--- src/design/kda_pkg.sv ---
// ----------------------------------------------------------------------------
// kda_pkg
// Types and constants for the key debounce and auto-repeat unit.
// ----------------------------------------------------------------------------
`timescale 1ns / 1ps
`default_nettype none

package kda_pkg;

	localparam int CNT_W     = 18;
	localparam int DLY_W     = 16;
	localparam int LIM_W     = 8;
	localparam int KEY_IDX_W = 2;
	localparam int MASK_W    = 4;
	localparam int CFG_IDX_W = 2;
	localparam int CFG_DAT_W = 16;

	typedef logic [CFG_IDX_W-1:0] cfg_idx_t;

	localparam cfg_idx_t CFG_INITIAL_DELAY     = 2'd0;
	localparam cfg_idx_t CFG_SLOW_INTERVAL     = 2'd1;
	localparam cfg_idx_t CFG_FAST_INTERVAL     = 2'd2;
	localparam cfg_idx_t CFG_SLOW_REPEAT_LIMIT = 2'd3;

	localparam logic [DLY_W-1:0] RST_INITIAL_DELAY     = 16'd500;
	localparam logic [DLY_W-1:0] RST_SLOW_INTERVAL     = 16'd100;
	localparam logic [DLY_W-1:0] RST_FAST_INTERVAL     = 16'd20;
	localparam logic [LIM_W-1:0] RST_SLOW_REPEAT_LIMIT = 8'd5;

	localparam logic FUNC_SCAN  = 1'b0;
	localparam logic FUNC_CLEAR = 1'b1;

	typedef struct packed {
		logic [DLY_W-1:0] initial_delay;
		logic [DLY_W-1:0] slow_interval;
		logic [DLY_W-1:0] fast_interval;
		logic [LIM_W-1:0] slow_repeat_limit;
	} cfg_t;

	typedef struct packed {
		logic                 func;
		logic [KEY_IDX_W-1:0] key_index;
		logic                 pin_level;
	} scan_t;

endpackage

`default_nettype wire

--- src/design/kda_cfg_regs.sv ---
// ----------------------------------------------------------------------------
// kda_cfg_regs
// Configuration register file: delay, intervals and slow repeat limit.
// ----------------------------------------------------------------------------
`timescale 1ns / 1ps
`default_nettype none

module kda_cfg_regs
	import kda_pkg::*;
(
	input  wire logic                 clk,
	input  wire logic                 arst_n,
	input  wire logic                 wr_en,
	input  wire cfg_idx_t             wr_index,
	input  wire logic [CFG_DAT_W-1:0] wr_data,
	output cfg_t                      cfg
);

	cfg_t cfg_q;

	always_ff @(posedge clk or negedge arst_n) begin
		if (!arst_n) begin
			cfg_q.initial_delay     <= RST_INITIAL_DELAY;
			cfg_q.slow_interval     <= RST_SLOW_INTERVAL;
			cfg_q.fast_interval     <= RST_FAST_INTERVAL;
			cfg_q.slow_repeat_limit <= RST_SLOW_REPEAT_LIMIT;
		end else if (wr_en) begin
			unique case (wr_index)
				CFG_INITIAL_DELAY:     cfg_q.initial_delay     <= wr_data[DLY_W-1:0];
				CFG_SLOW_INTERVAL:     cfg_q.slow_interval     <= wr_data[DLY_W-1:0];
				CFG_FAST_INTERVAL:     cfg_q.fast_interval     <= wr_data[DLY_W-1:0];
				CFG_SLOW_REPEAT_LIMIT: cfg_q.slow_repeat_limit <= wr_data[LIM_W-1:0];
				default: ;
			endcase
		end
	end

	assign cfg = cfg_q;

endmodule

`default_nettype wire

--- src/design/kda_scan_core.sv ---
// ----------------------------------------------------------------------------
// kda_scan_core
// Per-key debounce lanes with hold counters and auto-repeat, plus event bits.
// ----------------------------------------------------------------------------
`timescale 1ns / 1ps
`default_nettype none

module kda_scan_core
	import kda_pkg::*;
#(
	parameter int NUM_KEYS = 4
) (
	input  wire logic              clk,
	input  wire logic              arst_n,
	input  wire logic              step,
	input  wire scan_t             item,
	input  wire cfg_t              cfg,
	output logic [MASK_W-1:0]      mask_next
);

	logic [NUM_KEYS-1:0]        event_q;
	logic [NUM_KEYS-1:0]        set_ev;
	logic [NUM_KEYS-1:0]        ev_next;
	logic [NUM_KEYS+MASK_W-1:0] ev_pad;

	for (genvar k = 0; k < NUM_KEYS; k++) begin : g_lane
		logic             first_q, conf_q, first_d, conf_d;
		logic             hit, pressed, fast, set_d;
		logic [CNT_W-1:0] hold_q, hold_d, hold_inc, thresh;
		logic [LIM_W-1:0] srep_q, srep_d;
		logic [DLY_W-1:0] ivl;

		assign hit      = (item.func == FUNC_SCAN) && (int'(item.key_index) == k);
		assign pressed  = (item.pin_level == 1'b0);
		assign fast     = srep_q > cfg.slow_repeat_limit;
		assign ivl      = fast ? cfg.fast_interval : cfg.slow_interval;
		assign hold_inc = hold_q + CNT_W'(1);
		assign thresh   = CNT_W'(cfg.initial_delay) + CNT_W'(ivl);

		always_comb begin
			first_d = first_q;
			conf_d  = conf_q;
			hold_d  = hold_q;
			srep_d  = srep_q;
			set_d   = 1'b0;
			if (pressed) begin
				priority if (first_q) begin
					first_d = 1'b0;
				end else if (conf_q) begin
					conf_d = 1'b0;
					hold_d = '0;
				end else begin
					// held: count scans, repeat past the threshold
					hold_d = hold_inc;
					if (hold_inc > thresh) begin
						hold_d = CNT_W'(cfg.initial_delay);
						set_d  = 1'b1;
						if (!fast) begin
							srep_d = srep_q + LIM_W'(1);
						end
					end
				end
			end else begin
				priority if (!first_q) begin
					first_d = 1'b1;
				end else if (!conf_q) begin
					// release confirmed
					conf_d = 1'b1;
					set_d  = 1'b1;
					hold_d = '0;
					srep_d = '0;
				end
			end
		end

		always_ff @(posedge clk or negedge arst_n) begin
			if (!arst_n) begin
				first_q <= 1'b1;
				conf_q  <= 1'b1;
				hold_q  <= '0;
				srep_q  <= '0;
			end else if (step && hit) begin
				first_q <= first_d;
				conf_q  <= conf_d;
				hold_q  <= hold_d;
				srep_q  <= srep_d;
			end
		end

		assign set_ev[k] = hit && set_d;
	end

	assign ev_next = (item.func == FUNC_CLEAR) ? '0 : (event_q | set_ev);

	always_ff @(posedge clk or negedge arst_n) begin
		if (!arst_n) begin
			event_q <= '0;
		end else if (step) begin
			event_q <= ev_next;
		end
	end

	assign ev_pad    = {{MASK_W{1'b0}}, ev_next};
	assign mask_next = ev_pad[MASK_W-1:0];

endmodule

`default_nettype wire

--- src/design/key_debounce_autorepeat_unit.sv ---
// ----------------------------------------------------------------------------
// key_debounce_autorepeat_unit
// Debounce and auto-repeat for multiplexed keys, one key per scan word.
// ----------------------------------------------------------------------------
// Channel  Handshake              Payload
// in       in_valid / in_ready    func, key_index, pin_level
// out      out_valid / out_ready  event_mask
// cfg      cfg_valid / cfg_ready  cfg_index, cfg_data
//
// One word per cycle sustained while the result is not stalled. A word is taken
// into the input register, then the key lane update writes the result register.
// Reset loads the default registers, puts all keys in idle, clears events.
// A stalled result holds; one more word waits in the input register before
// in_ready drops. cfg_ready is always high.
// ----------------------------------------------------------------------------
`timescale 1ns / 1ps
`default_nettype none

module key_debounce_autorepeat_unit
	import kda_pkg::*;
#(
	parameter int NUM_KEYS = 4
) (
	input  wire logic                 clk,
	input  wire logic                 arst_n,
	input  wire logic                 in_valid,
	output logic                      in_ready,
	input  wire logic                 func,
	input  wire logic [KEY_IDX_W-1:0] key_index,
	input  wire logic                 pin_level,
	output logic                      out_valid,
	input  wire logic                 out_ready,
	output logic [MASK_W-1:0]         event_mask,
	input  wire logic                 cfg_valid,
	output logic                      cfg_ready,
	input  wire cfg_idx_t             cfg_index,
	input  wire logic [CFG_DAT_W-1:0] cfg_data
);

	cfg_t              cfg;
	scan_t             item_s1;
	logic              valid_s1;
	logic              advance;
	logic              out_valid_q;
	logic [MASK_W-1:0] mask_q;
	logic [MASK_W-1:0] mask_next;

	assign cfg_ready = 1'b1;
	assign advance   = valid_s1 && (!out_valid_q || out_ready);
	assign in_ready  = !valid_s1 || advance;

	kda_cfg_regs u_cfg (
		.clk      (clk),
		.arst_n   (arst_n),
		.wr_en    (cfg_valid && cfg_ready),
		.wr_index (cfg_index),
		.wr_data  (cfg_data),
		.cfg      (cfg)
	);

	always_ff @(posedge clk or negedge arst_n) begin
		if (!arst_n) begin
			valid_s1 <= 1'b0;
		end else if (in_ready) begin
			valid_s1 <= in_valid;
		end
	end

	always_ff @(posedge clk) begin
		if (in_valid && in_ready) begin
			item_s1 <= '{func: func, key_index: key_index, pin_level: pin_level};
		end
	end

	kda_scan_core #(
		.NUM_KEYS (NUM_KEYS)
	) u_core (
		.clk       (clk),
		.arst_n    (arst_n),
		.step      (advance),
		.item      (item_s1),
		.cfg       (cfg),
		.mask_next (mask_next)
	);

	always_ff @(posedge clk or negedge arst_n) begin
		if (!arst_n) begin
			out_valid_q <= 1'b0;
		end else if (!out_valid_q || out_ready) begin
			out_valid_q <= valid_s1;
		end
	end

	always_ff @(posedge clk) begin
		if (advance) begin
			mask_q <= mask_next;
		end
	end

	assign out_valid  = out_valid_q;
	assign event_mask = mask_q;

endmodule

`default_nettype wire

--- config.mk ---
export PLATFORM = sky130hd
export DESIGN_NAME = key_debounce_autorepeat_unit
export DESIGN_NICKNAME = d
export VERILOG_FILES = /design/src/design/kda_pkg.sv /design/src/design/kda_cfg_regs.sv /design/src/design/kda_scan_core.sv /design/src/design/key_debounce_autorepeat_unit.sv
export SDC_FILE = /design/constraint.sdc
export NUM_CORES = 1
export LEC_CHECK = 0
export ABC_CLOCK_PERIOD_IN_PS = 6700
export BUFFER_PORTS_ARGS = -buffer_cell sky130_fd_sc_hd__buf_2
export CAP_MARGIN = 25
export CORE_MARGIN = 2
export CORE_UTILIZATION = 45
export CTS_CLUSTER_SIZE = 40
export DETAILED_ROUTE_END_ITERATION = 10
export GPL_TIMING_DRIVEN = 0
export HOLD_SLACK_MARGIN = 0.03
export PLACE_DENSITY = 0.71
export SLEW_MARGIN = 20
export SYNTH_ARGS = -nofsm -noshare
export SYNTH_HDL_FRONTEND = slang
export SYNTH_SLANG_ARGS = --single-unit
--- constraint.sdc ---
create_clock -name clk -period 6.7 [get_ports clk]
set_clock_uncertainty 0.1 [all_clocks]
set_input_delay 0.67 -clock clk [delete_from_list [all_inputs] [get_ports clk]]
set_output_delay 0.67 -clock clk [all_outputs]
set_load 0.05 [all_outputs]
# Word level (Yosys, flattened, before mapping)
# Cells that the tools add are included.
[word_totals] reg_bits=182 in_bits=27 output_inout_bits=7
[op_classes] addsub=12 order_cmp=8 n_eq_ne=26 muxes=94 n_bitwise=2 n_reduce_logical=40
[ops] operator="two-way mux 18 bit" n=24
[ops] operator="two-way mux 8 bit" n=28
[ops] operator="adder 18 x 1 -> 18 bit (second input constant)" n=4
[ops] operator="> comparator 18 bit" n=4
[ops] operator="adder 16 x 16 -> 17 bit" n=4
[ops] operator="two-way mux 16 bit" n=4
[ops] operator="two-way mux 1 bit" n=37
[ops] operator="adder 8 x 1 -> 8 bit (second input constant)" n=4
[ops] operator="> comparator 8 bit" n=4
[ops] operator="inequality test 2 bit (second input constant)" n=16
[ops] operator="AND reduction 7 bit" n=4
[ops] operator="AND reduction 4 bit" n=4
[ops] operator="logical AND 1 bit" n=14
[ops] operator="AND reduction 3 bit" n=4
[ops] operator="== test 2 bit (second input constant)" n=4
[ops] operator="inequality test 2 x 1 -> 1 bit (second input constant)" n=4
[ops] operator="AND reduction 2 bit" n=4
[ops] operator="nonzero test 2 bit" n=4
[ops] operator="== test 2 x 1 -> 1 bit (second input constant)" n=2
[ops] operator="zero test 2 bit" n=2
[ops] operator="two-way mux 4 bit" n=1
[ops] operator="bitwise OR 4 bit" n=1
[ops] operator="zero test 1 bit" n=2
[ops] operator="logical OR 1 bit" n=2
[ops] operator="inverter 1 bit" n=1

# Longest topological paths before layout
# Gate-level depths: netlist (run 1).
[logic_depth] word_depth=11 ltp_mapped=29 mapped_depth_nobuf=25

# Hierarchy
# A second synthesis (run 1) with hierarchy kept.
[hier_totals] hier_cells=1692 area_unflattened_um2=15737.6
[modules_own_cells] module="kda_scan_core" n_inst=1 cells_per_inst=1555 area_each_um2=13257.7 seq_area_each_um2=2912.8
[modules_own_cells] module="kda_cfg_regs" n_inst=1 cells_per_inst=119 area_each_um2=2124.5 seq_area_each_um2=1417.6
[modules_own_cells] module="key_debounce_autorepeat_unit" n_inst=1 cells_per_inst=18 area_each_um2=355.3 seq_area_each_um2=290.3

# Worst setup path before layout (run 1)
# No wires, ideal clock.
[synth_timing] kind="register -> register" from="register u_cfg.cfg_q (netlist bit u_cfg.cfg[6])" to="register u_core.g_lane[0].srep_q[0]" setup_ps=125 arrival_time_ps=5812 required_time_ps=6475 path_slack_ps=664 stages_incl_launch_ff=25 path_cell_list="dfrtp_1 -> inv_1 -> ha_1 -> a21o_1 -> a21oi_1 -> o2111ai_1 -> nand2_1 -> clkbuf_1 -> mux2_2 -> ha_1 -> and3_1 -> a2111oi_0 -> o21ai_0 -> a21o_1 -> a211oi_1 -> nor2_1 -> xnor2_1 -> ha_1 -> o21ai_0 -> o21ai_0 -> a21boi_0 -> a211oi_1 -> nand4_1 -> nand2_1 -> mux2_2"
[synth_via] elab_chain_cells=6 elab_cells_between_ends=7 cone_classes="add/sub: 1; order compare: 2; eq/ne: 1; mux: 1; reduce/logical: 2"
[synth_rtl] item="from (decl)" line_no="kda_cfg_regs.sv:19" text="cfg_t cfg_q;"
[synth_rtl] item="> comparator 8 bit *" line_no="kda_scan_core.sv:35" text="assign fast = srep_q > cfg.slow_repeat_limit;"
[synth_rtl] item="two-way mux 16 bit" line_no="kda_scan_core.sv:36" text="assign ivl = fast ? cfg.fast_interval : cfg.slow_interval;"
[synth_rtl] item="adder 16 x 16 -> 17 bit" line_no="kda_scan_core.sv:38" text="assign thresh = CNT_W'(cfg.initial_delay) + CNT_W'(ivl);"
[synth_rtl] item="> comparator 18 bit" line_no="kda_scan_core.sv:55" text="if (hold_inc > thresh) begin"
[synth_rtl] item="nonzero test 2 bit (no source line)"
[synth_rtl] item="AND reduction 7 bit (no source line) *"
[synth_rtl] item="to (signal assigned)" line_no="kda_scan_core.sv:86" text="srep_q <= srep_d;"
[synth_rtl] item="to (decl)" line_no="kda_scan_core.sv:30" text="logic [LIM_W-1:0] srep_q, srep_d;"
# Every way passes the cells marked *; elsewhere a longest branch is shown, timed or not.
# A chain may end at the register's enable or synchronous reset.

# Worst setup path in the final report (run 1)
[layout_timing] from="register u_cfg.cfg_q (netlist bit u_cfg.cfg[2])" to="register u_core.g_lane[3].hold_q[4]"
[layout_via] elab_chain_cells=8
[layout_rtl] item="> comparator 8 bit" line_no="kda_scan_core.sv:35"
[layout_rtl] item="two-way mux 16 bit" line_no="kda_scan_core.sv:36"
[layout_rtl] item="adder 16 x 16 -> 17 bit" line_no="kda_scan_core.sv:38"
[layout_rtl] item="> comparator 18 bit" line_no="kda_scan_core.sv:55"
[layout_rtl] item="two-way mux 18 bit" line_no="kda_scan_core.sv:55"
[layout_rtl] item="two-way mux 18 bit" line_no="kda_scan_core.sv:49" text="end else if (conf_q) begin"
[layout_rtl] item="two-way mux 18 bit" line_no="kda_scan_core.sv:47" text="priority if (first_q) begin"
[layout_rtl] item="two-way mux 18 bit" line_no="kda_scan_core.sv:46" text="if (pressed) begin"
[layout_rtl] item="to (signal assigned)" line_no="kda_scan_core.sv:85" text="hold_q <= hold_d;"
[layout_rtl] item="to (decl)" line_no="kda_scan_core.sv:29" text="logic [CNT_W-1:0] hold_q, hold_d, hold_inc, thresh;"
# Every way passes these cells. The select of a mux whose other input is x is not followed.

==> results of run 1 <==
[cell usage after synthesis, types with 34 or more instances]
master | count | area (um2)
sky130_fd_sc_hd__a21oi_1 | 96 | 480
sky130_fd_sc_hd__a31oi_1 | 38 | 238
sky130_fd_sc_hd__clkbuf_1 | 41 | 154
sky130_fd_sc_hd__dfrtp_1 | 153 | 3830
sky130_fd_sc_hd__ha_1 | 180 | 2250
sky130_fd_sc_hd__inv_1 | 87 | 327
sky130_fd_sc_hd__mux2_2 | 110 | 1240
sky130_fd_sc_hd__mux2i_1 | 72 | 721
sky130_fd_sc_hd__nand2_1 | 193 | 724
sky130_fd_sc_hd__nand3_1 | 78 | 390
sky130_fd_sc_hd__nand4_1 | 34 | 213
sky130_fd_sc_hd__nor2_1 | 89 | 334
sky130_fd_sc_hd__nor3_1 | 38 | 190
sky130_fd_sc_hd__o21ai_0 | 69 | 345
sky130_fd_sc_hd__xnor2_1 | 68 | 596
sky130_fd_sc_hd__xor2_1 | 37 | 324
[flip-flops by register name, summed over array words and instances, names as in the netlist]
name and flops:
u_cfg.cfg 56, u_core.g_lane.first_q 4, u_core.event_q 4, item_s1 4, u_core.g_lane.hold_q 72, valid_s1 1
u_core.g_lane.srep_q 32, u_core.g_lane.conf_q 4, event_mask 4, out_valid 1
[worst max-delay path: cells and delay by family (launching register included)]
kind,cells,cell delay (ns)
mux,1,0.24
compound gates,11,2.09
simple gates,6,1.32
flops,1,0.53
fa+ha+maj,4,1.20
buf+inv,4,0.76
[timing repair]
item                                    4_1_cts  5_1_grt
buffers inserted                              3       10
resized for setup                            25       34
cloned                                        0        1
endpoints found under the setup margin      108      107
pin swaps                                     3        5
[per-layer routing]
metal | GRT usage | wire [um]
met1 | 0.336 | 20700
met2 | 0.405 | 21200
met3 | 0.0532 | 3640
met4 | 0.111 | 1670
met5 | 0 | 12
[final cells by class]
type / instances / area (um2) / area share
buffer: 56 / 275 / 0.0156
clock buffer: 18 / 429 / 0.0244
clock inverter: 14 / 160 / 0.00910
inverter: 88 / 333 / 0.0189
multi-input combinational: 1465 / 10900 / 0.620
sequential: 182 / 4620 / 0.262
tap: 455 / 569 / 0.0323
timing repair buffer: 46 / 308 / 0.0175
[where the power goes]
part	total, mW	switching [mW]	internal (mW)
logic	2.96	1.66	1.30
registers	1.72	0.386	1.33
clock network	1.06	0.497	0.561
total	5.74	2.54	3.20
[kinds of logic after synthesis]
kind of cell,count (synthesis),synth area share
compound gates,385,0.157
xor+xnor,105,0.0577
fa+ha+maj,184,0.146
buf+inv,146,0.0365
flops,182,0.290
mux,182,0.123
other cells,1,0.000235
simple gates,607,0.189
[worst max path at each step]
stage / endpoint / slack, ns / cells past startpoint
3_5_place_dp: u_core.g_lane[3].hold_q[3] / -1.02 / 27
5_1_grt: u_core.g_lane[0].hold_q[14] / -0.03 / 25
2_1_floorplan: u_core.g_lane[0].srep_q[0] / 0.66 / 24
6_report: u_core.g_lane[3].hold_q[4] / 0.32 / 26
3_3_place_gp: event_mask[0] / -0.83 / 24
4_1_cts: u_core.g_lane[1].hold_q[4] / 0.03 / 23
[through the flow]
step	setup TNS (ns)	instance area (um2)	instances	total power [mW]	hold slack [ns]
after CTS	0	17400	2313	5.63	0.161
after global routing	-0.133	17600	2324	6.17	0.188
after floorplan	0	15900	1792	3.77	0.274
final	0	17600	2324	5.74	0.141
after global placement	-58.71	16700	2279	4.40	0.374
after detailed placement	-63.00	16700	2280	4.53	0.384
==> flow_metrics.env, run 1 <==
export IMPL_initial_utilization=0.459
export IMPL_setup_violations=0
export IMPL_syn_nets=2003
export IMPL_post_synth_edffs=8
export IMPL_max_vdd_ir_drop_uv=237
export IMPL_startpoint_type="register"
export IMPL_clk_path_buf_depth=2
export IMPL_p_r_area_growth_vs_syn_pct=10.6
export IMPL_worstRegToRegCells=26
export IMPL_ant_nets=0
export IMPL_leading_cell_type_in_the_layout_fill_and_taps_excluded="sky130_fd_sc_hd__nand2_1"
export IMPL_core_rowCount=68
export IMPL_drt_drc_violations_left=0
export IMPL_ctsHoldBuffers=0
export IMPL_synth_seq_cells=182
export IMPL_final_setup_worst_slack_ns=0.321
export IMPL_crit_path_max_incr_delay_ns=0.67
export IMPL_nNetsFinal=2067
export IMPL_worst_ep_arrival_time_ns=6.61
export IMPL_slew_violations=0
export IMPL_drt_wl_total_um=47300
export IMPL_number_of_instances_in_the_synthesized_netlist=1792
export IMPL_slowest_stage="sky130_fd_sc_hd__or4_1"
export IMPL_synthesis_yosys_warnings=0
export IMPL_worst_path_most_repeated_cell="sky130_fd_sc_hd__ha_1"
export IMPL_dp_hpwl_um=34900
export IMPL_worst_path_max_fanout=10
export IMPL_chipWidth_um=192
export IMPL_final_util=0.507
export IMPL_gp_congestion=0.928
export IMPL_synth_main_ff_cell="sky130_fd_sc_hd__dfrtp_1"
export IMPL_timing_setup_critical_path_class="register to register"
export IMPL_fillerInstances=3187
export IMPL_detail_route_wl_per_cell_um=20.3
export IMPL_die_h_um=192
export IMPL_fmax_ghz=0.157
export IMPL_cell_chosen_for_the_clock_root="sky130_fd_sc_hd__clkbuf_16"
export IMPL_layout_common_cells="sky130_fd_sc_hd__nand2_1 (192), sky130_fd_sc_hd__ha_1 (180), sky130_fd_sc_hd__dfrtp_1 (153)"
export IMPL_netlist_cell_type_count=75
export IMPL_clk_transition_reported_paths_ns=0.08
export IMPL_timing_critical_path_to_type="register"
export IMPL_run_status="finished clean"
export IMPL_floorplan_core_area_um2=34700
export IMPL_power_density_nw_per_um2=326
export IMPL_cts_htree_levels=4
export IMPL_tritoncts_clock_tree="built"
export IMPL_worst_r2r_setup_slack_ns=0.32
export IMPL_crit_reg2reg_launch="u_cfg.cfg[2]"
export IMPL_holdCritPathClass="input port to asynchronous set/reset pin"
export IMPL_drt_initial_drc_count=1185
export IMPL_numPortBuffers=32
export IMPL_timing_rr_end="u_core.g_lane[3].hold_q[4]"
export IMPL_slew_limit_headroom=0.239
export IMPL_clk_insertion_delay_late_ns=0.46
export IMPL_pre_cts_ws_ns=-1.02
export IMPL_grt_start_max_net_pins=90
export IMPL_diodes=0
export IMPL_timing_worst_slew_pin_value_ns=1.14
export IMPL_tritoncts_num_buffers=17
export IMPL_die_area_um2=36900
export IMPL_cp_data_required_time_ns=6.93
export IMPL_ys_seq_area_frac=0.290
export IMPL_syn_avg_cell_area_um2=8.89
export IMPL_global_route_overflow_total=0
export IMPL_drt_vias_per_instance=6.18
export IMPL_grt_pass1_wl_um=73100
export IMPL_grt_pass1_vias=13700
export IMPL_drive_above_1_share=0.155
export IMPL_startpoint="u_cfg.cfg[2]"
export IMPL_via_total_after_detailed_routing=14400
export IMPL_number_of_antenna_violations_at_the_first_check_in_global_routing=1
export IMPL_number_of_maximum_capacitance_constraint_violations=0
export IMPL_drt_pass1_iterations=5
export IMPL_synthesis_area_um2=15900
export IMPL_asyncSetResetFlopFracSynth=0.956
export IMPL_post_route_period_util=0.952
export IMPL_final_period_minus_worst_setup_slack_ns=6.38
export IMPL_top_level_i_o_count=34
export IMPL_track_usage=0.255
export IMPL_cts_sinks=182
export IMPL_finalHoldViolCount=0
export IMPL_total_leakage_power_nw=8.14
Note: power is estimated with default switching activity, not from simulation.
==> inputs of run 2 (changes only) <==
Settings changed: CORE_UTILIZATION 45 to 50, PLACE_DENSITY 0.71 to 0.77.
==> run 2 against run 1 <==
Compared with the run above: global-route usage rose by 1.7 points; clock-buffer cell count rose by 4; critical path depth fell by 2; sequential share of layout area barely moved; via count rose by 1.2%; first-iteration DRC count rose by 9.9%; maximum frequency fell by 0.95%; sequential power barely moved; wire length fell by 3.1%; worst setup slack got worse by 0.061 ns; non-clock buffer count rose by 6; design area fell by 0.15%; largest power group unchanged; highest routed layer is now met4.
==> flow_metrics.env, run 2 (same netlist as run 1, synthesis figures left out) <==
export IMPL_diodes=0
export IMPL_detail_route_wl_per_cell_um=20.1
export IMPL_tritoncts_clock_tree="built"
export IMPL_max_vdd_ir_drop_uv=250
export IMPL_cp_buffers_inverters=3
export IMPL_p_r_area_growth_vs_syn_pct=10.4
export IMPL_clk_insertion_delay_late_ns=0.46
export IMPL_timing_rr_end="u_core.g_lane[0].hold_q[16]"
export IMPL_clk_transition_reported_paths_ns=0.07
export IMPL_nNetsFinal=2072
export IMPL_slew_violations=0
export IMPL_largest_register_ff_count=72
export IMPL_core_rowCount=65
export IMPL_number_of_maximum_capacitance_constraint_violations=0
export IMPL_post_layout_total_power_mw=5.72
export IMPL_die_h_um=182
export IMPL_tritoncts_num_buffers=17
export IMPL_finalHoldViolCount=0
export IMPL_drt_wl_total_um=45800
export IMPL_timing_setup_critical_path_class="register to register"
export IMPL_drive_above_1_share=0.155
export IMPL_slew_limit_headroom=0.286
export IMPL_post_route_period_util=0.961
export IMPL_final_util=0.559
export IMPL_grt_pass1_wl_um=71900
export IMPL_fillerInstances=2768
export IMPL_crit_path_max_incr_delay_ns=0.48
export IMPL_worst_path_max_fanout=10
export IMPL_layout_common_cells="sky130_fd_sc_hd__nand2_1 (192), sky130_fd_sc_hd__ha_1 (180), sky130_fd_sc_hd__dfrtp_1 (153)"
export IMPL_holdCritPathClass="input port to asynchronous set/reset pin"
export IMPL_slowest_stage="sky130_fd_sc_hd__a211oi_4"
export IMPL_via_total_after_detailed_routing=14500
export IMPL_path_cells="inv_2 -> ha_1 -> a21o_1 -> a21oi_1 -> o2111ai_1 -> nand2_2 -> clkbuf_4 -> mux2_2 -> ha_1 -> and3_1 -> a2111oi_2 -> o21ai_0 -> a21o_1 -> a211oi_1 -> xor2_1 -> ha_1 -> a211oi_1 -> o21ai_0 -> a21boi_0 -> a211oi_2 -> buf_4 -> a211oi_4 -> a21oi_1 -> a31oi_1"
export IMPL_grt_pass1_vias=13800
export IMPL_ant_nets=0
export IMPL_ctsHoldBuffers=0
export IMPL_total_leakage_power_nw=8.15
export IMPL_crit_reg2reg_launch="u_cfg.cfg[6]"
export IMPL_fmax_ghz=0.155
export IMPL_cell_chosen_for_the_clock_root="sky130_fd_sc_hd__clkbuf_16"
export IMPL_setup_violations=0
export IMPL_final_period_minus_worst_setup_slack_ns=6.44
export IMPL_drt_pass1_iterations=7
export IMPL_leading_cell_type_in_the_layout_fill_and_taps_excluded="sky130_fd_sc_hd__nand2_1"
export IMPL_drt_drc_violations_left=0
export IMPL_post_route_cell_area_um2=17600
export IMPL_grt_start_max_net_pins=66
export IMPL_post_dp_cell_area_um2=16700
export IMPL_drt_vias_per_instance=6.38
export IMPL_initial_utilization=0.506
export IMPL_cts_htree_levels=4
export IMPL_drt_initial_drc_count=1302
export IMPL_clk_path_buf_depth=2
export IMPL_power_density_nw_per_um2=326
export IMPL_register_name_with_the_most_flops="u_core.g_lane.hold_q"
export IMPL_timing_worst_slew_pin_value_ns=1.07
export IMPL_startpoint_type="register"
export IMPL_run_status="finished clean"
export IMPL_cp_data_required_time_ns=6.97
export IMPL_floorplan_core_area_um2=31500
export IMPL_chipWidth_um=182
export IMPL_global_route_overflow_total=0
export IMPL_dp_hpwl_um=32700
export IMPL_top_level_i_o_count=34
export IMPL_die_area_um2=33300
export IMPL_worst_ep_arrival_time_ns=6.71
export IMPL_worst_r2r_setup_slack_ns=0.26
export IMPL_number_of_antenna_violations_at_the_first_check_in_global_routing=0
export IMPL_cts_sinks=182
export IMPL_numPortBuffers=32
export IMPL_timing_critical_path_to_type="register"
export IMPL_worstRegToRegCells=24
export IMPL_track_usage=0.273
export IMPL_gp_congestion=0.916
export IMPL_worst_path_most_repeated_cell="sky130_fd_sc_hd__ha_1"
export IMPL_critPathTopFamily="compound AO/OA/AOI/OAI gates"
## run 2: worst max-delay path by stage
stage	start	endpoint	slack, ns	depth (start not counted)
5_1_grt	u_cfg.cfg[6]	u_core.g_lane[0].srep_q[1]	-0.10	25
3_5_place_dp	u_cfg.cfg[3]	u_core.g_lane[3].hold_q[4]	-0.89	27
3_3_place_gp	u_cfg.cfg[3]	u_core.g_lane[3].hold_q[14]	-0.69	27
2_1_floorplan	u_cfg.cfg[6]	u_core.g_lane[0].srep_q[0]	0.66	24
4_1_cts	u_cfg.cfg[3]	u_core.g_lane[3].hold_q[4]	0.009	27
6_report	u_cfg.cfg[6]	u_core.g_lane[0].hold_q[16]	0.26	24
## run 2: area by class of cell
class                      count  area, um2  share of cell area
multi-input combinational   1464      10900               0.619
sequential                   182       4620               0.263
tap                          402        503              0.0286
clock buffer                  22        484              0.0275
timing repair buffer          51        390              0.0222
inverter                      88        332              0.0189
buffer                        57        277              0.0157
clock inverter                10       96.3             0.00548
## run 2: metrics by stage
| stage | TNS (ns) | instances | hold WS (ns) | setup slack, ns |
|---|---|---|---|---|
| after floorplan | 0 | 1792 | 0.274 | 0.664 |
| after global placement | -38.31 | 2226 | 0.373 | -0.686 |
| after detailed placement | -56.03 | 2228 | 0.386 | -0.889 |
| after CTS | 0 | 2261 | 0.0331 | 0.00877 |
| after global routing | -0.621 | 2276 | 0.0422 | -0.103 |
| final | 0 | 2276 | 0.0119 | 0.259 |
## run 2: where the power goes
| group | internal (mW) | switching (mW) | total [mW] |
|---|---|---|---|
| registers | 1.34 | 0.393 | 1.73 |
| logic | 1.32 | 1.64 | 2.96 |
| clock network | 0.554 | 0.477 | 1.03 |
## run 2: metal layers
metal	vias up	track usage	part of all wire
li1	6716	-	-
met1	7036	0.368	0.43
met2	625	0.431	0.45
met3	146	0.0471	0.073
met4	0	0.117	0.044
met5	-	0	0
## run 2: timing repair
action / in CTS / in global routing
gates resized for setup: 21 / 34
setup buffers: 2 / 15
setup endpoints to repair: 108 / 103
pin swaps: 2 / 7
==> inputs of run 3 (changes only) <==
Settings changed: ABC_AREA from default to 1.
==> run 3 against run 2 <==
Compared with the run above: register-to-register slack improved by 0.19 ns; global-route usage increased by 0.31 points; cell count increased by 13%; area after synthesis decreased by 3.3%; critical path depth increased by 12; clock-buffer cell count decreased by 4; sequential cell count unchanged; critical endpoint is now event_mask[3]; largest cell class unchanged.
==> flow_metrics.env, run 3 <==
export IMPL_top_level_i_o_count=34
export IMPL_drt_drc_violations_left=0
export IMPL_number_of_instances_in_the_synthesized_netlist=2110
export IMPL_pre_cts_ws_ns=0.309
export IMPL_timing_worst_slew_pin_value_ns=0.979
export IMPL_timing_rr_end="event_mask[3]"
export IMPL_post_route_period_util=0.933
export IMPL_netlist_cell_type_count=58
export IMPL_crit_reg2reg_launch="u_cfg.cfg[7]"
export IMPL_slowest_stage="sky130_fd_sc_hd__fa_1"
export IMPL_initial_utilization=0.506
export IMPL_p_r_area_growth_vs_syn_pct=8.62
export IMPL_syn_nets=2321
export IMPL_grt_start_max_net_pins=80
export IMPL_drt_initial_drc_count=1196
export IMPL_clk_insertion_delay_late_ns=0.47
export IMPL_diodes=0
export IMPL_holdCritPathClass="input port to register"
export IMPL_number_of_maximum_capacitance_constraint_violations=0
export IMPL_cell_chosen_for_the_clock_root="sky130_fd_sc_hd__clkbuf_16"
export IMPL_floorplan_core_area_um2=30400
export IMPL_number_of_antenna_violations_at_the_first_check_in_global_routing=0
export IMPL_via_total_after_detailed_routing=14700
export IMPL_worst_r2r_setup_slack_ns=0.45
export IMPL_tritoncts_num_buffers=17
export IMPL_final_util=0.550
export IMPL_finalHoldViolCount=0
export IMPL_slew_limit_headroom=0.343
export IMPL_drt_wl_total_um=44000
export IMPL_die_h_um=179
export IMPL_drt_vias_per_instance=5.69
export IMPL_grt_pass1_vias=14500
export IMPL_synthDominantCellAreaShare=0.249
export IMPL_largest_register_ff_count=72
export IMPL_post_cts_setup_buffer_count=0
export IMPL_synth_seq_cells=182
export IMPL_timing_setup_critical_path_class="register to register"
export IMPL_final_setup_worst_slack_ns=0.452
export IMPL_numPortBuffers=32
export IMPL_nNetsFinal=2376
export IMPL_worstRegToRegCells=36
export IMPL_detail_route_wl_per_cell_um=17.1
export IMPL_synthesis_area_um2=15400
export IMPL_worst_ep_arrival_time_ns=6.47
export IMPL_drive_above_1_share=0.0725
export IMPL_total_leakage_power_nw=8.34
export IMPL_asyncSetResetFlopFracSynth=0.956
export IMPL_startpoint_type="register"
export IMPL_clk_transition_reported_paths_ns=0.07
export IMPL_drt_pass1_iterations=6
export IMPL_tritoncts_clock_tree="built"
export IMPL_core_rowCount=64
export IMPL_worst_path_max_fanout=10
export IMPL_synthesis_yosys_warnings=0
export IMPL_chipWidth_um=179
export IMPL_setup_total_negative_slack_ns=0
export IMPL_ys_seq_area_frac=0.300
export IMPL_dp_hpwl_um=34000
export IMPL_die_area_um2=32200
export IMPL_leading_cell_type_in_the_layout_fill_and_taps_excluded="sky130_fd_sc_hd__nand2_1"
export IMPL_slew_violations=0
export IMPL_synthTopCellsByCount="sky130_fd_sc_hd__nand2_1 (460), sky130_fd_sc_hd__o21ai_0 (281), sky130_fd_sc_hd__inv_1 (268)"
export IMPL_gp_congestion=0.947
export IMPL_cell_with_the_most_instances_after_synthesis="sky130_fd_sc_hd__nand2_1"
export IMPL_layout_common_cells="sky130_fd_sc_hd__nand2_1 (460), sky130_fd_sc_hd__o21ai_0 (277), sky130_fd_sc_hd__inv_1 (268)"
export IMPL_track_usage=0.276
export IMPL_worst_path_most_repeated_cell="sky130_fd_sc_hd__nand2_1"
export IMPL_final_cells=2574
export IMPL_clk_path_buf_depth=2
export IMPL_crit_path_max_incr_delay_ns=0.43
export IMPL_ant_nets=0
export IMPL_run_status="finished clean"
export IMPL_register_name_with_the_most_flops="u_core.g_lane.hold_q"
export IMPL_cp_data_required_time_ns=6.92
export IMPL_setup_violations=0
export IMPL_synthTopCellsByArea="sky130_fd_sc_hd__dfrtp_1 (25%), sky130_fd_sc_hd__ha_1 (15%), sky130_fd_sc_hd__nand2_1 (11%)"
export IMPL_timing_critical_path_to_type="register"
export IMPL_syn_avg_cell_area_um2=7.30
export IMPL_fmax_ghz=0.160
export IMPL_grt_setup_unrepaired="no"
export IMPL_critical_path_endpoint="event_mask[3]"
export IMPL_max_vdd_ir_drop_uv=259
export IMPL_cts_htree_levels=4
export IMPL_startpoint="u_cfg.cfg[7]"
export IMPL_synth_main_ff_cell="sky130_fd_sc_hd__dfrtp_1"
export IMPL_post_synth_edffs=8
export IMPL_final_period_minus_worst_setup_slack_ns=6.25
export IMPL_placed_cells_incl_taps=2541
export IMPL_global_route_overflow_total=0
export IMPL_yosysTopAreaCell="sky130_fd_sc_hd__dfrtp_1"
export IMPL_cts_sinks=182
export IMPL_grt_pass1_wl_um=71700
export IMPL_power_density_nw_per_um2=398
==> run 3: cell count changes after synthesis, moves of 21 or more <==
cell	before	now
sky130_fd_sc_hd__a21oi_1	96	153
sky130_fd_sc_hd__a31oi_1	38	8
sky130_fd_sc_hd__inv_1	87	268
sky130_fd_sc_hd__mux2_2	110	0
sky130_fd_sc_hd__mux2i_1	72	0
sky130_fd_sc_hd__nand2_1	193	460
sky130_fd_sc_hd__nand2b_1	30	0
sky130_fd_sc_hd__nor2_1	89	135
sky130_fd_sc_hd__nor2b_1	21	0
sky130_fd_sc_hd__o21ai_0	69	281
sky130_fd_sc_hd__xnor2_1	68	35
sky130_fd_sc_hd__xor2_1	37	76
==> run 3: kinds of logic (layout without fill, tap and decap cells) <==
family	Yosys count	after routing	synth area share
compound gates	536	536	0.188
xor+xnor	112	112	0.0642
fa+ha+maj	184	184	0.151
buf+inv	323	391	0.0809
flops	182	182	0.300
other cells	1	1	0.000244
simple gates	772	772	0.215
==> run 3: layout make-up <==
| cell class | instances | area, um2 |
|---|---|---|
| fillers | 2818 | 13700 |
| multi-input cells | 1605 | 9540 |
| flip-flops and latches | 182 | 4620 |
| inverters | 278 | 1050 |
| well taps | 396 | 495 |
| clock buffers | 18 | 439 |
| repair buffers | 36 | 246 |
| plain buffers | 45 | 203 |
| clock inverters | 14 | 136 |
==> run 3: routing by layer <==
metal	global-route usage	routed length, um	up-vias
li1	-	-	7167
met1	0.352	18800	6827
met3	0.0553	3320	117
met4	0.124	1700	0
met5	0	0	-
met2	0.453	20200	540
==> run 3: worst max-delay path: cells and delay by family, from the launching register on <==
family / cells / cell delay (ns)
AOI/OAI and AO/OA: 9 / 1.63
and+or+nand+nor: 16 / 1.58
adders and majority gates: 4 / 1.28
buffers and inverters: 6 / 1.05
DFF: 1 / 0.35
xor gates and xnor gates: 1 / 0.12
==> run 3: worst min path at each step <==
stage	startpoint	to	slack, ns	cells after the start
2_1_floorplan	arst_n	out_valid	0.27	0
3_3_place_gp	u_core.event_q[2]	u_core.event_q[2]	0.36	2
3_5_place_dp	u_core.event_q[1]	u_core.event_q[1]	0.37	2
4_1_cts	func	item_s1[3]	0.27	1
5_1_grt	pin_level	item_s1[0]	0.27	1
6_report	func	item_s1[3]	0.28	1
==> run 3: where the power goes <==
part	internal (mW)	switching [mW]	total, mW
Combinational	1.40	2.44	3.84
Sequential	1.44	0.369	1.81
Clock	0.502	0.512	1.01
Total	3.34	3.32	6.66
==> run 3: what timing repair did <==
item / in CTS / in global routing
hold endpoints to repair: 44 / 0
resized for setup: 0 / 10
endpoints found under the setup margin: 0 / 59
hold buffers: 1 / 0
==> run 3: through the flow <==
| stage | instance area [um2] | hold slack, ns | power [mW] |
|---|---|---|---|
| final | 16700 | 0.277 | 6.66 |
| after global routing | 16700 | 0.275 | 7.31 |
| after CTS | 16700 | 0.266 | 6.60 |
| after detailed placement | 16100 | 0.366 | 5.57 |
| after global placement | 16100 | 0.361 | 5.40 |
| after floorplan | 15400 | 0.274 | 4.58 |
